**src/rtl/lru_pkg.sv**
```systemverilog
// ----------------------------------------------------------------------------
// lru_pkg
// Shared types and constants for the LRU page replacement block.
// ----------------------------------------------------------------------------
package lru_pkg;

  // Default sizing of the frame table
  localparam int unsigned MAX_FRAMES_DEF = 8;
  localparam int unsigned PAGE_BITS_DEF  = 16;

  // Frame count register
  localparam int unsigned CFG_W = 4;
  localparam logic [CFG_W-1:0] FRAMES_RESET = 4'd3;

  // Running totals
  localparam int unsigned TOTAL_W = 16;
  localparam logic [TOTAL_W-1:0] TOTAL_MAX = '1;

  // Outcome of one lookup in the frame table
  typedef struct packed {
    logic evict_valid;
    logic hit;
  } lru_status_t;

endpackage

```
**src/rtl/lru_frames.sv**
```systemverilog
// ----------------------------------------------------------------------------
// lru_frames
// Fully associative frame table with per-frame recency ranks. Looks up one
// page per cycle and, when enabled, applies the hit, fill or replacement.
// ----------------------------------------------------------------------------
module lru_frames
  import lru_pkg::*;
#(
  parameter int unsigned MAX_FRAMES = MAX_FRAMES_DEF,
  parameter int unsigned PAGE_BITS  = PAGE_BITS_DEF,
  localparam int unsigned CNT_W  = $clog2(MAX_FRAMES + 1),
  localparam int unsigned RANK_W = (MAX_FRAMES > 1) ? $clog2(MAX_FRAMES) : 1
) (
  input  logic                 clk_i,
  input  logic                 rst_ni,
  input  logic                 en_i,
  input  logic [PAGE_BITS-1:0] page_i,
  input  logic [CNT_W-1:0]     limit_i,
  output lru_status_t          status_o,
  output logic [PAGE_BITS-1:0] evicted_page_o
);

  logic [PAGE_BITS-1:0] page_q [MAX_FRAMES];
  logic [PAGE_BITS-1:0] page_d [MAX_FRAMES];
  logic [RANK_W-1:0]    rank_q [MAX_FRAMES];
  logic [RANK_W-1:0]    rank_d [MAX_FRAMES];
  logic [MAX_FRAMES-1:0] valid_q, valid_d;
  logic [CNT_W-1:0]     count_q, count_d;

  logic [MAX_FRAMES-1:0] match, victim, free_slot, slot;
  logic [RANK_W-1:0]     oldest_rank, hit_rank;
  logic [PAGE_BITS-1:0]  victim_page;
  logic                  hit, do_fill, do_evict;

  // Oldest resident page holds the rank one below the resident count
  assign oldest_rank = RANK_W'(count_q - CNT_W'(1));

  // Compare every frame at once; valid frames fill from index 0 upwards
  always_comb begin
    for (int i = 0; i < MAX_FRAMES; i++) begin
      match[i]     = valid_q[i] && (page_q[i] == page_i);
      victim[i]    = valid_q[i] && (rank_q[i] == oldest_rank);
      free_slot[i] = (CNT_W'(i) == count_q);
    end
  end

  // Gather the rank of the hit frame and the page of the victim
  always_comb begin
    hit_rank    = '0;
    victim_page = '0;
    for (int i = 0; i < MAX_FRAMES; i++) begin
      hit_rank    = hit_rank | (rank_q[i] & {RANK_W{match[i]}});
      victim_page = victim_page | (page_q[i] & {PAGE_BITS{victim[i]}});
    end
  end

  assign hit      = |match;
  assign do_fill  = !hit && (count_q < limit_i);
  assign do_evict = !hit && !do_fill;

  always_comb begin
    priority if (hit) begin
      slot = match;
    end else if (do_fill) begin
      slot = free_slot;
    end else begin
      slot = victim;
    end
  end

  // Touched frame goes to rank 0; a hit ages more recent frames, a miss all
  always_comb begin
    for (int i = 0; i < MAX_FRAMES; i++) begin
      page_d[i]  = page_q[i];
      rank_d[i]  = rank_q[i];
      valid_d[i] = valid_q[i];
      if (slot[i]) begin
        rank_d[i]  = '0;
        valid_d[i] = 1'b1;
        if (!hit) begin
          page_d[i] = page_i;
        end
      end else if (valid_q[i] && (!hit || (rank_q[i] < hit_rank))) begin
        rank_d[i] = rank_q[i] + RANK_W'(1);
      end
    end
    count_d = count_q + CNT_W'(do_fill);
  end

  // Control state of the table
  always_ff @(posedge clk_i or negedge rst_ni) begin
    if (!rst_ni) begin
      valid_q <= '0;
      count_q <= '0;
      for (int i = 0; i < MAX_FRAMES; i++) begin
        rank_q[i] <= '0;
      end
    end else if (en_i) begin
      valid_q <= valid_d;
      count_q <= count_d;
      for (int i = 0; i < MAX_FRAMES; i++) begin
        rank_q[i] <= rank_d[i];
      end
    end
  end

  // Page numbers held per frame
  always_ff @(posedge clk_i) begin
    if (en_i) begin
      for (int i = 0; i < MAX_FRAMES; i++) begin
        page_q[i] <= page_d[i];
      end
    end
  end

  assign status_o.hit         = hit;
  assign status_o.evict_valid = do_evict;
  assign evicted_page_o       = victim_page & {PAGE_BITS{do_evict}};

endmodule

```
**src/rtl/lru_page_replacement.sv**
```systemverilog
// A result is registered, in the output or skid register, when its reference
// is accepted. Throughput: one reference per cycle while the skid entry is
// empty, set by the compare of all frames and rank update in lru_frames.
// A two-entry output buffer keeps accepting while one result waits.
// Reset (asynchronous, active low) empties all frames, clears the totals and
// sets the frame count to 3.
// ----------------------------------------------------------------------------
// lru_page_replacement
// LRU page replacement over a fully associative frame set, with running hit
// and fault totals, on stream interfaces.
// ----------------------------------------------------------------------------
module lru_page_replacement
  import lru_pkg::*;
#(
  parameter int unsigned MAX_FRAMES = MAX_FRAMES_DEF,
  parameter int unsigned PAGE_BITS  = PAGE_BITS_DEF,
  localparam int unsigned IN_W  = ((PAGE_BITS + 7) / 8) * 8,
  localparam int unsigned OUT_W = ((PAGE_BITS + 2 * TOTAL_W + 7) / 8) * 8
) (
  input  logic             clk_i,
  input  logic             rst_ni,
  // Configuration: frames_in_use
  input  logic             cfg_we_i,
  input  logic [CFG_W-1:0] cfg_wdata_i,
  // Page references
  input  logic             s_axis_tvalid,
  output logic             s_axis_tready,
  input  logic [IN_W-1:0]  s_axis_tdata,   // page
  input  logic             s_axis_tlast,   // last_reference
  // Results
  output logic             m_axis_tvalid,
  input  logic             m_axis_tready,
  output logic [OUT_W-1:0] m_axis_tdata,   // evicted_page, hit_total, fault_total
  output logic [1:0]       m_axis_tuser,   // hit, evict_valid
  output logic             m_axis_tlast    // final_flag
);

  localparam int unsigned CNT_W = $clog2(MAX_FRAMES + 1);
  localparam int unsigned LIM_W = (CFG_W > CNT_W) ? CFG_W : CNT_W;

  logic [CFG_W-1:0]     cfg_q;
  logic [LIM_W-1:0]     cfg_ext, limit_ext;
  logic [CNT_W-1:0]     limit;
  logic                 accept;
  lru_status_t          status;
  logic [PAGE_BITS-1:0] evicted_page;
  logic [TOTAL_W-1:0]   hit_total_q, hit_total_d, fault_total_q, fault_total_d;

  logic [OUT_W-1:0] res_data;
  logic [1:0]       res_user;
  logic [OUT_W-1:0] out_data_q, skid_data_q;
  logic [1:0]       out_user_q, skid_user_q;
  logic             out_last_q, skid_last_q;
  logic             out_valid_q, skid_valid_q;

  // Frame count register
  always_ff @(posedge clk_i or negedge rst_ni) begin
    if (!rst_ni) begin
      cfg_q <= FRAMES_RESET;
    end else if (cfg_we_i) begin
      cfg_q <= cfg_wdata_i;
    end
  end

  // Clamp the frame count to 1..MAX_FRAMES
  assign cfg_ext = LIM_W'(cfg_q);
  always_comb begin
    priority if (cfg_ext == '0) begin
      limit_ext = LIM_W'(1);
    end else if (cfg_ext > LIM_W'(MAX_FRAMES)) begin
      limit_ext = LIM_W'(MAX_FRAMES);
    end else begin
      limit_ext = cfg_ext;
    end
  end
  assign limit = CNT_W'(limit_ext);

  assign s_axis_tready = !skid_valid_q;
  assign accept        = s_axis_tvalid && s_axis_tready;

  lru_frames #(
    .MAX_FRAMES (MAX_FRAMES),
    .PAGE_BITS  (PAGE_BITS)
  ) u_frames (
    .clk_i          (clk_i),
    .rst_ni         (rst_ni),
    .en_i           (accept),
    .page_i         (s_axis_tdata[PAGE_BITS-1:0]),
    .limit_i        (limit),
    .status_o       (status),
    .evicted_page_o (evicted_page)
  );

  // Saturating totals
  always_comb begin
    hit_total_d   = hit_total_q;
    fault_total_d = fault_total_q;
    if (status.hit) begin
      if (hit_total_q != TOTAL_MAX) begin
        hit_total_d = hit_total_q + TOTAL_W'(1);
      end
    end else if (fault_total_q != TOTAL_MAX) begin
      fault_total_d = fault_total_q + TOTAL_W'(1);
    end
  end

  always_ff @(posedge clk_i or negedge rst_ni) begin
    if (!rst_ni) begin
      hit_total_q   <= '0;
      fault_total_q <= '0;
    end else if (accept) begin
      hit_total_q   <= hit_total_d;
      fault_total_q <= fault_total_d;
    end
  end

  // Pack the result transaction
  assign res_data = OUT_W'({fault_total_d, hit_total_d, evicted_page});
  assign res_user = {status.evict_valid, status.hit};

  // Output register with skid entry: park a result while the sink stalls
  always_ff @(posedge clk_i or negedge rst_ni) begin
    if (!rst_ni) begin
      out_valid_q  <= 1'b0;
      skid_valid_q <= 1'b0;
    end else begin
      if (accept) begin
        if (out_valid_q && !m_axis_tready) begin
          skid_valid_q <= 1'b1;
        end else begin
          out_valid_q <= 1'b1;
        end
      end else if (m_axis_tready) begin
        out_valid_q  <= skid_valid_q;
        skid_valid_q <= 1'b0;
      end
    end
  end

  // Result payload
  always_ff @(posedge clk_i) begin
    if (accept) begin
      if (out_valid_q && !m_axis_tready) begin
        skid_data_q <= res_data;
        skid_user_q <= res_user;
        skid_last_q <= s_axis_tlast;
      end else begin
        out_data_q <= res_data;
        out_user_q <= res_user;
        out_last_q <= s_axis_tlast;
      end
    end else if (m_axis_tready && skid_valid_q) begin
      out_data_q <= skid_data_q;
      out_user_q <= skid_user_q;
      out_last_q <= skid_last_q;
    end
  end

  assign m_axis_tvalid = out_valid_q;
  assign m_axis_tdata  = out_data_q;
  assign m_axis_tuser  = out_user_q;
  assign m_axis_tlast  = out_last_q;

endmodule
```
**config.mk**
```make
export PLATFORM = sky130hd
export DESIGN_NAME = lru_page_replacement
export DESIGN_NICKNAME = d
export VERILOG_FILES = /design/src/rtl/lru_pkg.sv /design/src/rtl/lru_frames.sv /design/src/rtl/lru_page_replacement.sv
export SDC_FILE = /design/constraint.sdc
export NUM_CORES = 1
export LEC_CHECK = 0
export BUFFER_PORTS_ARGS = -buffer_cell sky130_fd_sc_hd__buf_2
export CORE_MARGIN = 2
export CORE_UTILIZATION = 39
export DETAILED_ROUTE_END_ITERATION = 8
export PLACE_DENSITY_LB_ADDON = 0.2
export SYNTH_ARGS = -nofsm -noshare
export SYNTH_HDL_FRONTEND = slang
export SYNTH_SLANG_ARGS = --single-unit
```
**constraint.sdc**
```tcl
create_clock -name clk_i -period 7.66 [get_ports clk_i]
set_input_delay 1.532 -clock clk_i [delete_from_list [all_inputs] [get_ports clk_i]]
set_output_delay 1.532 -clock clk_i [all_outputs]
set_load 0.01 [all_outputs]
```
==> impl_metrics.ini <==
[run_status]
status = complete, no violations

[timing]
finalCriticalPeriod_ps = 4660
finClkSkew_ps = 33.4
finalCritPeriodShare = 0.608
clock.fmax_mhz = 215
setup_tns_ps = 0
rsz0062_at_grt = no
max_slew_margin = 0.198
hold_viol_final = 0
tightest_slew_ps = 1200
timing.final.max_slew_violations = 0
setup_violations = 0

[power]
internal-power_w = 0.00400
seqPwrFrac = 0.390
share_comb_of_total_power = 0.365
p_leak_nw = 6.22
clock_power_share = 0.245
ir_worst_vdd_v = 0.000157
powerDensity_nw_per_um2 = 380
power_switching_w = 0.00248
switching_share = 0.383

[drt]
vias = 10200
wire_per_inst_um = 22.3
drc = 0
drt-vias-per-instance = 5.52
drtIter0Drc = 897
drt_first_pass_iters = 5
antenna_left = 0
routed_wl_um = 41100

[cells_and_area]
final_nets = 1345
seq_area_um2 = 8760
final_cell_count_no_fill = 1839
multi_input_area_um2 = 5850
nFillCells = 3425
area_delta_synth_final_pct = 13.7
layout-drive-gt1-share = 0.169

[synth]
synth_top_area_cell = edfxtp_1
synth.top_cells.by_area = edfxtp_1 (46%), dfrtp_1 (12%), xnor2_1 (7.5%)
synth_xor_xnor_area_share = 0.107
synth-seq-cells = 304
syn_avg_cell_area_um2 = 12.4
synth.distinct_cells = 70
synth_fa_ha_area_frac = 0.0253
synth_edf_count = 230
yosys_most_used_dff = edfxtp_1
seq_area_frac_synth = 0.584
synth_warnings = 0
synth_mux_area_frac = 0.0300
synth_area_um2 = 15000
synth_top_area_share = 0.460
async_reset_ff_frac = 0.243
synthCells = 1213
synth_top_family_by_area = simple AND/OR/NAND/NOR gates
synth_nets = 1258
synth_compound_area_frac = 0.111
yosys.area_share.simple = 0.113

[hold_path]
min_from = skid_data_q[16]
hold_path_depth = 2
hp-class = flip-flop to flip-flop
hold_end = m_axis_tdata[16]

[clock_network]
clk_pin_slew_ps = 60
h-tree-depth = 2
clk_path_buf_depth = 3
cts_tree = built
cts_resized = 0
post-cts-setup-buffer-count = 0
clk_latency_ps = 550
cts_buffers = 36
hold_buffers = 0
clockRootBuffer = clkbuf_16
cts_sinks = 304

[setup_path]
cp_data_arrival_time_ps = 4960
r2r_cells = 9
worstSetupPathType = input port to flip-flop
rr_endpoint = m_axis_tdata[1]
reg2reg_from = u_frames.count_q[0]
r2r_setup_slack_ps = 3280
end_kind = flip-flop
cp.required_ps = 7960
cp_max_fo = 19
worstSetupStartpointType = input port

[place]
place_inst = 1773
gp_congestion = 0.949
hpwl_um = 28200
io_buffers = 78

[floorplan]
num_rows = 71
die_h_um = 200
die_x_um = 200
die_area_um2 = 40100
core_area_um2 = 37800
io_pins = 79
initial_core_util = 0.397

[global_route]
grt_max_degree = 56
track_usage = 0.205
grt_overflow = 0
grt_pass1_vias = 10000
grt_pass1_wl_um = 62400
antenna_found_initial = 1

[job]
max_cap_viol_count = 0
==> layout make-up <==
type | instances | share of cell area
clock inverters | 17 | 0.00572
repair buffers | 101 | 0.0331
diodes | 1 | 0.000147
inverters | 43 | 0.00946
multi-input cells | 814 | 0.343
clock buffers | 48 | 0.0579
well taps | 511 | 0.0375
flip-flops and latches | 304 | 0.513
==> cell families after synthesis <==
kind of cell / Yosys count
AO/OA/AOI/OAI: 219
XOR/XNOR: 184
adder cells (fa/ha/maj): 33
buffers and inverters: 95
flip-flops: 304
multiplexers: 41
AND/OR/NAND/NOR: 337
==> worst max path at each step <==
stage                           from               end  slack, ps  depth (start not counted)
floorplan              s_axis_tvalid    skid_data_q[0]       2950                          4
finish               s_axis_tdata[6]  m_axis_tdata[39]       3000                         11
global route         s_axis_tdata[7]  m_axis_tdata[24]       2850                         11
global placement     s_axis_tdata[9]  m_axis_tdata[39]       2570                         11
CTS                  s_axis_tdata[6]  m_axis_tdata[39]       3140                         11
detailed placement  s_axis_tdata[14]  m_axis_tdata[39]       2560                         11
==> per-stage QoR <==
step / utilization / area (um2) / hold slack, ps / setup slack, ps / power (W)
2_1_floorplan: - / 15000 / 464 / 2950 / 0.00395
3_3_place_gp: 0.423 / 16000 / 495 / 2570 / 0.00486
3_5_place_dp: 0.423 / 16000 / 497 / 2560 / 0.00488
4_1_cts: 0.452 / 17100 / 509 / 3140 / 0.00649
5_1_grt: 0.452 / 17100 / 521 / 2850 / 0.00681
6_report: 0.452 / 17100 / 514 / 3000 / 0.00649
==> Yosys cell counts, types with 18 or more instances <==
library cell    n
edfxtp_1      230
xnor2_1       129
nand2_1       114
dfrtp_1        72
xor2_1         55
nor2_1         49
inv_1          43
nand3_1        39
a22o_1         33
a221oi_1       32
mux2_2         32
nand4_1        32
nor3_1         26
o21ai_0        26
clkbuf_1       23
a211oi_1       19
ha_1           19
a21oi_1        18
==> critical path, cell delays in order <==
cell and delay (ps):
buf_2 320, xor2_1 320, a2111o_1 190, nor3_4 80
a22oi_1 200, and4_1 390, nand2_1 600, or4_1 790
nor2_1 150, xor2_1 90, mux2_2 260
==> cells in the final DEF (no fill, tap or decap), types with 26 or more instances in the layout <==
cell / synthesis / layout
edfxtp_1: 230 / 230
xnor2_1: 129 / 129
nand2_1: 114 / 113
buf_2: 13 / 77
dfrtp_1: 72 / 72
xor2_1: 55 / 55
inv_1: 43 / 43
nor2_1: 49 / 40
nand3_1: 39 / 39
clkbuf_16: 0 / 38
a22o_1: 33 / 33
nand4_1: 32 / 32
a221oi_1: 32 / 32
mux2_2: 32 / 32
nor3_1: 26 / 26
o21ai_0: 26 / 26
==> flip-flops by register name, summed over array words and instances (netlist names) <==
name,flops
u_frames.page_q,128
m_axis_tdata,48
m_axis_tvalid,1
skid_valid_q,1
u_frames.rank_q,24
m_axis_tlast,1
skid_last_q,1
m_axis_tuser,2
skid_data_q,48
fault_total_q,16
hit_total_q,16
skid_user_q,2
cfg_ext,4
u_frames.valid_q,8
u_frames.count_q,4
==> power by group through the flow <==
stage	clock, W	combinational, W	sequential [W]
global route	0.00170	0.00254	0.00257
finish	0.00159	0.00237	0.00253
floorplan	0	0.00147	0.00248
detailed placement	0	0.00232	0.00256
CTS	0.00163	0.00234	0.00253
global placement	0	0.00231	0.00255
==> layer usage <==
layer	wire length, um	up-vias	track usage	share of wire
met5	0	-	0	0
met4	1010	0	0.0592	0.025
met3	3220	75	0.0560	0.078
met2	18800	345	0.321	0.46
met1	18000	5047	0.278	0.44
li1	-	4689	-	-
(Power assumes the default switching activity.)
